File: src/rtl/ttlk_pkg.sv
`default_nettype none
package ttlk_pkg;

  localparam logic [2:0] ACT_PUT    = 3'd0;
  localparam logic [2:0] ACT_REVEAL = 3'd1;
  localparam logic [2:0] ACT_EXPIRE = 3'd2;
  localparam logic [2:0] ACT_ERASE  = 3'd3;
  localparam logic [2:0] ACT_CLEAR  = 3'd4;

  localparam logic       REG_MAX_ENTRIES = 1'b0;
  localparam logic       REG_LIFETIME    = 1'b1;

  localparam logic [6:0]  MAX_ENTRIES_RST = 7'd64;
  localparam logic [31:0] LIFETIME_DEF    = 32'd300;

  typedef enum logic [2:0] {
    SM_PUT,
    SM_REVEAL,
    SM_EXPIRE,
    SM_ERASE,
    SM_OLDEST
  } scan_mode_t;

  typedef struct packed {
    logic       capture;
    logic       scan_start;
    scan_mode_t scan_mode;
    logic       put_write;
    logic       evict_drop;
    logic       clear_all;
    logic       out_load;
  } dp_cmd_t;

  typedef struct packed {
    logic scan_done;
    logic over_limit;
  } dp_sts_t;

endpackage
`default_nettype wire

File: src/rtl/ttlk_ctrl.sv
`default_nettype none
module ttlk_ctrl
  import ttlk_pkg::*;
(
  input  wire logic       clk,
  input  wire logic       rst_n,
  input  wire logic       in_valid,
  output logic            in_stall,
  input  wire logic [2:0] in_action,
  output logic            out_valid,
  input  wire logic       out_stall,
  output dp_cmd_t         cmd,
  input  wire dp_sts_t    sts
);

  typedef enum logic [2:0] {
    S_IDLE,
    S_START,
    S_SCAN,
    S_PUT_WR,
    S_EVCHK,
    S_EVICT,
    S_DROP,
    S_OUT
  } state_t;

  state_t     state_r, state_nxt;
  logic [2:0] op_r;
  logic       out_valid_r, out_valid_nxt;
  logic       acc;

  assign in_stall  = (state_r != S_IDLE);
  assign out_valid = out_valid_r;
  assign acc       = in_valid && !in_stall;

  always_comb begin
    cmd           = '0;
    cmd.scan_mode = SM_PUT;
    state_nxt     = state_r;
    out_valid_nxt = out_valid_r && out_stall;
    case (state_r)
      S_IDLE: begin
        if (acc) begin
          cmd.capture = 1'b1;
          state_nxt   = S_START;
        end
      end
      S_START: begin
        state_nxt = S_SCAN;
        case (op_r)
          ACT_PUT:    begin cmd.scan_start = 1'b1; cmd.scan_mode = SM_PUT;    end
          ACT_REVEAL: begin cmd.scan_start = 1'b1; cmd.scan_mode = SM_REVEAL; end
          ACT_EXPIRE: begin cmd.scan_start = 1'b1; cmd.scan_mode = SM_EXPIRE; end
          ACT_ERASE:  begin cmd.scan_start = 1'b1; cmd.scan_mode = SM_ERASE;  end
          ACT_CLEAR: begin
            cmd.clear_all = 1'b1;
            state_nxt     = S_OUT;
          end
          default: state_nxt = S_OUT;
        endcase
      end
      S_SCAN: begin
        if (sts.scan_done) begin
          state_nxt = (op_r == ACT_PUT) ? S_PUT_WR : S_OUT;
        end
      end
      S_PUT_WR: begin
        cmd.put_write = 1'b1;
        state_nxt     = S_EVCHK;
      end
      S_EVCHK: begin
        if (sts.over_limit) begin
          cmd.scan_start = 1'b1;
          cmd.scan_mode  = SM_OLDEST;
          state_nxt      = S_EVICT;
        end else begin
          state_nxt = S_OUT;
        end
      end
      S_EVICT: begin
        // oldest tracker settles on the edge that ends the walk
        if (sts.scan_done) begin
          state_nxt = S_DROP;
        end
      end
      S_DROP: begin
        cmd.evict_drop = 1'b1;
        state_nxt      = S_EVCHK;
      end
      S_OUT: begin
        // result register must be free before the next beat goes out
        if (!out_valid_r || !out_stall) begin
          cmd.out_load  = 1'b1;
          out_valid_nxt = 1'b1;
          state_nxt     = S_IDLE;
        end
      end
      default: state_nxt = S_IDLE;
    endcase
  end

  always_ff @(posedge clk) begin
    if (!rst_n) begin
      state_r     <= S_IDLE;
      out_valid_r <= 1'b0;
      op_r        <= ACT_PUT;
    end else begin
      state_r     <= state_nxt;
      out_valid_r <= out_valid_nxt;
      if (acc) begin
        op_r <= in_action;
      end
    end
  end

endmodule
`default_nettype wire

File: config.mk
export PLATFORM = sky130hd
export DESIGN_NAME = ttlk_ctrl
export DESIGN_NICKNAME = d
export VERILOG_FILES = /design/src/rtl/ttlk_pkg.sv /design/src/rtl/ttlk_ctrl.sv
export SDC_FILE = /design/constraint.sdc
export NUM_CORES = 1
export LEC_CHECK = 0
export ABC_AREA = 1
export BUFFER_PORTS_ARGS = -buffer_cell sky130_fd_sc_hd__buf_2
export CAP_MARGIN = 20
export CORE_AREA = 4 4 41 43
export DETAILED_ROUTE_END_ITERATION = 8
export DIE_AREA = 0 0 45 47
export HOLD_SLACK_MARGIN = 0.1
export PLACE_DENSITY = 0.68
export SYNTH_ARGS = -nofsm -noshare
export SYNTH_HDL_FRONTEND = slang
export SYNTH_SLANG_ARGS = --single-unit
File: constraint.sdc
create_clock -name clk -period 3 [get_ports clk]
set_clock_uncertainty 0.2 [all_clocks]
set_input_delay 0 -clock clk [delete_from_list [all_inputs] [get_ports clk]]
set_output_delay 0 -clock clk [all_outputs]
set_load 0.03 [all_outputs]
# Word-level counts from Yosys, hierarchy flattened

Cells that the tools add are included.

Register bits after elaboration: 7
Latch bits: 0
ROM bits: 0
Memories kept: 0
Bits in writable memories: 0
Bits of input ports: 9

Reduce and logical (&&, ||, !) cells: 12
Mux-type cells: 21
Eq/ne operators: 15
Divide/modulo/power cells: 0
Add/subtract/negate cells: 0
Bitwise gates (word level): 0
Multipliers: 0
$lt $le $gt $ge: 0
Shift-type cells: 0

Operators by type and width:

| cell                                                                   | count |
|---|---|
| 3-bit case mux with 7 select lines                                     | 1 |
| 3-bit two-way mux                                                      | 6 |
| 4-bit case mux with 4 select lines                                     | 1 |
| 3-bit equality test (second input constant)                            | 5 |
| 3-bit by 2-bit equality test with 1-bit output (second input constant) | 4 |
| 1-bit two-way mux                                                      | 10 |
| 2-bit != test (second input constant)                                  | 4 |
| 4-bit case mux with 2 select lines                                     | 1 |
| 3-bit by 1-bit equality test with 1-bit output (second input constant) | 2 |
| 3-bit logical NOT                                                      | 2 |
| 4-bit two-way mux                                                      | 1 |
| 4-bit AND reduction                                                    | 1 |
| 4-bit OR reduction                                                     | 1 |
| 1-bit logical NOT                                                      | 3 |
| 3-bit nonzero test                                                     | 1 |
| 1-bit logical AND                                                      | 2 |
| 2-bit two-way mux                                                      | 1 |
| 2-bit OR reduction                                                     | 1 |
| 1-bit logical OR                                                       | 1 |

# Logic depth before layout (Yosys ltp)

Depth in word-level cells: 5
Mapped depth: 9
Depth with buffers taken out: 8

# Worst setup path after synthesis

No wires, ideal clock.

Path kind: register to output
Start: register state_r[1]
End: output port cmd[7] (netlist bit)
Data required time: 2.800 ns
Cell stages (with the launch flop): 5
Path buffers: 1
Setup slack: 1.498 ns
Data arrival time: 1.302 ns
Path through: dfxtp_1 -> buf_6 -> nor2_2 -> nand2_1 -> o21ai_0

RTL lines:

| what                     | RTL line         | RTL |
|---|---|---|
| start: declaration       | ttlk_ctrl.sv:27  | `state_t state_r, state_nxt;` |
| start signal: assignment | ttlk_ctrl.sv:108 | `state_r <= state_nxt;` |
| end: declaration         | ttlk_ctrl.sv:12  | `output dp_cmd_t cmd,` |

# Worst setup path after layout

Start: register state_r[1]
End: register state_r[2]

Cells in the longest elaborated chain, start to end: 5

Ends and longest elaborated chain:

| what                                 | RTL line        | RTL |
|---|---|---|
| 3-bit nonzero test                   | ttlk_ctrl.sv:32 | `assign in_stall = (state_r != S_IDLE);` |
| 1-bit logical NOT                    | ttlk_ctrl.sv:34 | `assign acc = in_valid && !in_stall;` |
| 1-bit logical AND                    | ttlk_ctrl.sv:34 |  |
| 2-bit != test (no source line)       | n/a             |  |
| 4-bit AND reduction (no source line) | n/a             |  |

Several ways; a longest one is shown, not always the timed one.
A chain may end at the register's enable or synchronous reset.

==> out/qor.yml <==
die_x_um: 45
clock_sinks: 7
reg2regPathDepth: 10
nNetsFinal: 131
synth.ff_latch_count: 7
cts.reportedPaths.clkPinSlew_ps: 50
yosysUniqueCellTypes: 19
worst_setup_path_start_kind: "register"
post_drt_wl_per_cell_um: 11.3
status: "finished, final reports clean"
clock_latency_ps: 250
dieArea_um2: 2120
antenna_left: 0
place_hpwl_um: 959
netlist_top_cells_area: "dfxtp_1, nand2_1, inv_1"
first_global_vias: 599
rsz0062_at_grt: "false"
fmax_ghz: 0.380
finalCritPeriodShare: 0.877
start_util: 0.412
reg2reg_from: "state_r[1]"
clockRootBuffer: "clkbuf_4"
min_path_type: "in -> reg"
cts_tree: "done"
hp-start: "in_valid"
seq_area_um2: 140
ios: 20
port_buffers: 19
drt_iter0_drc: 18
finalSetupViolations: 0
multi_input_area_um2: 288
clockBufferDepth: 2
arrival_ps: 2620
tightest_slew_ps: 462
ir_worst_vdd_uv: 576
critical_path_required_ps: 2990
hold_viol_final: 0
relSlewSlack: 0.692
postCtsSetupRepairBufs: 0
synth_cells: 86
drt_pass1_iterations: 5
drc: 0
fin_crit_ps: 2630
grt_start_max_net_pins: 12
die_h_um: 47
holdPathEnd: "state_r[1]"
syn_nets: 95
grt_pass1_wl_mm: 2.64
setup-tns-final_ps: 0
synth.largest_area_cell: "dfxtp_1"
syn_area_um2: 536
max_cap_violations: 0
grt_overflow: 0
syn_to_final_growth_pct: 48.4
place.gp.congestion: 0.802
synth_warnings: 0
whs_path_depth: 7
row_count: 13
total_leakage_power_nw: 0.443
antenna_found_initial: 0
drive_gt1_frac: 0.273
cp-end-kind: "register"
n_fill_cell: 125
numCtsBuffers: 3
grt.total_usage: 0.175
crit_type: "reg -> reg"
r2r-end: "state_r[2]"
cp_max_fo: 8
coreArea_um2: 1300
regToRegSetupSlack_ps: 370
ys_seq_area_frac: 0.262
avgSynthCellArea_um2: 6.23
via_count: 646
wirelength_mm: 1.54
whs_ps: 125
netlist.area_leader.share: 0.262
p_per_area_nw_per_um2: 985
htreeDepth: 1
final_util: 0.611
avgViaCountPerCell: 4.75
post_cts_resized: 0
diodes: 0
slew_violations: 0
[kinds of logic after synthesis]
logic type	share of synthesized area
flip-flops	0.262
buffers and inverters	0.201
AND/OR/NAND/NOR	0.430
AO/OA/AOI/OAI	0.107
[synthesized netlist by cell type]
master,count
nor2_2,3
nor2_1,9
nor2_4,1
inv_4,1
o211ai_1,1
nor3_2,1
dfxtp_1,7
inv_2,1
nand3_1,7
nand4_1,3
buf_4,1
o21ai_0,4
nand2_2,3
a21oi_1,6
buf_6,3
nand2_4,1
inv_1,15
nor3_1,1
nand2_1,18
[critical path, cell delays in order, from the launching register on]
cell	delay, ps
dfxtp_1	540
inv_2	120
nor2_2	110
nand2_1	90
nand2_1	60
nand2_1	60
nand2_2	60
dlygate4sd3_1	590
nand2_1	60
a21oi_1	120
dlygate4sd3_1	560
[final cells by class]
type / count / area share
clock buffers: 4 / 0.0331
multi-input cells: 58 / 0.362
well taps: 15 / 0.0236
inverters: 17 / 0.0835
repair buffers: 35 / 0.321
flip-flops and latches: 7 / 0.176
[metal layers]
| layer | wire (um) | track usage |
|---|---|---|
| met2 | 831 | 0.333 |
| met5 | 0 | 0 |
| met4 | 13 | 0.0702 |
| met3 | 93 | 0.0383 |
| met1 | 601 | 0.185 |
[through the flow]
step                setup slack, ps  total power [mW]  instance area, um^2  std cells
floorplan                      1500             0.575                  536         86
global placement               1450             0.625                  608        116
detailed placement             1460             0.624                  608        116
CTS                             426             0.771                  795        136
global route                    211             0.851                  795        136
finish                          370             0.783                  795        136
[cells in the final DEF (no fill, tap or decap), drive strengths merged]
master       instances
o211ai               1
buf                 19
inv                 17
nor3                 2
clkbuf               4
dfxtp                7
nand3                7
nand4                3
dlygate4sd3         16
nor2                13
o21ai                4
a21oi                6
nand2               22
[state kept, by name (all words and copies together) (netlist names)]
register / cells
op_r: 3
out_valid: 1
state_r: 3
[power breakdown]
part / leakage, nW / internal (mW) / switching [mW] / total, mW
logic: 0.370 / 0.189 / 0.308 / 0.498
registers: 0.0576 / 0.129 / 0.0712 / 0.200
clock network: 0.0150 / 0.0507 / 0.0341 / 0.0848
total: 0.443 / 0.369 / 0.413 / 0.783
[worst max path at each step]
| stage | from | end | cells after the start |
|---|---|---|---|
| after floorplan | state_r[1] | cmd[7] | 4 |
| after global placement | state_r[0] | state_r[1] | 6 |
| after detailed placement | state_r[0] | state_r[1] | 6 |
| after CTS | state_r[1] | state_r[2] | 10 |
| after global routing | state_r[1] | state_r[2] | 10 |
| final | state_r[1] | state_r[2] | 10 |
[repair_timing]
| item | CTS | global route |
|---|---|---|
| hold buffers | 16 | 0 |
| endpoints found under the setup margin | 0 | 0 |
| endpoints found under the hold margin | 7 | 0 |
Power figures use the tool's default switching activity.
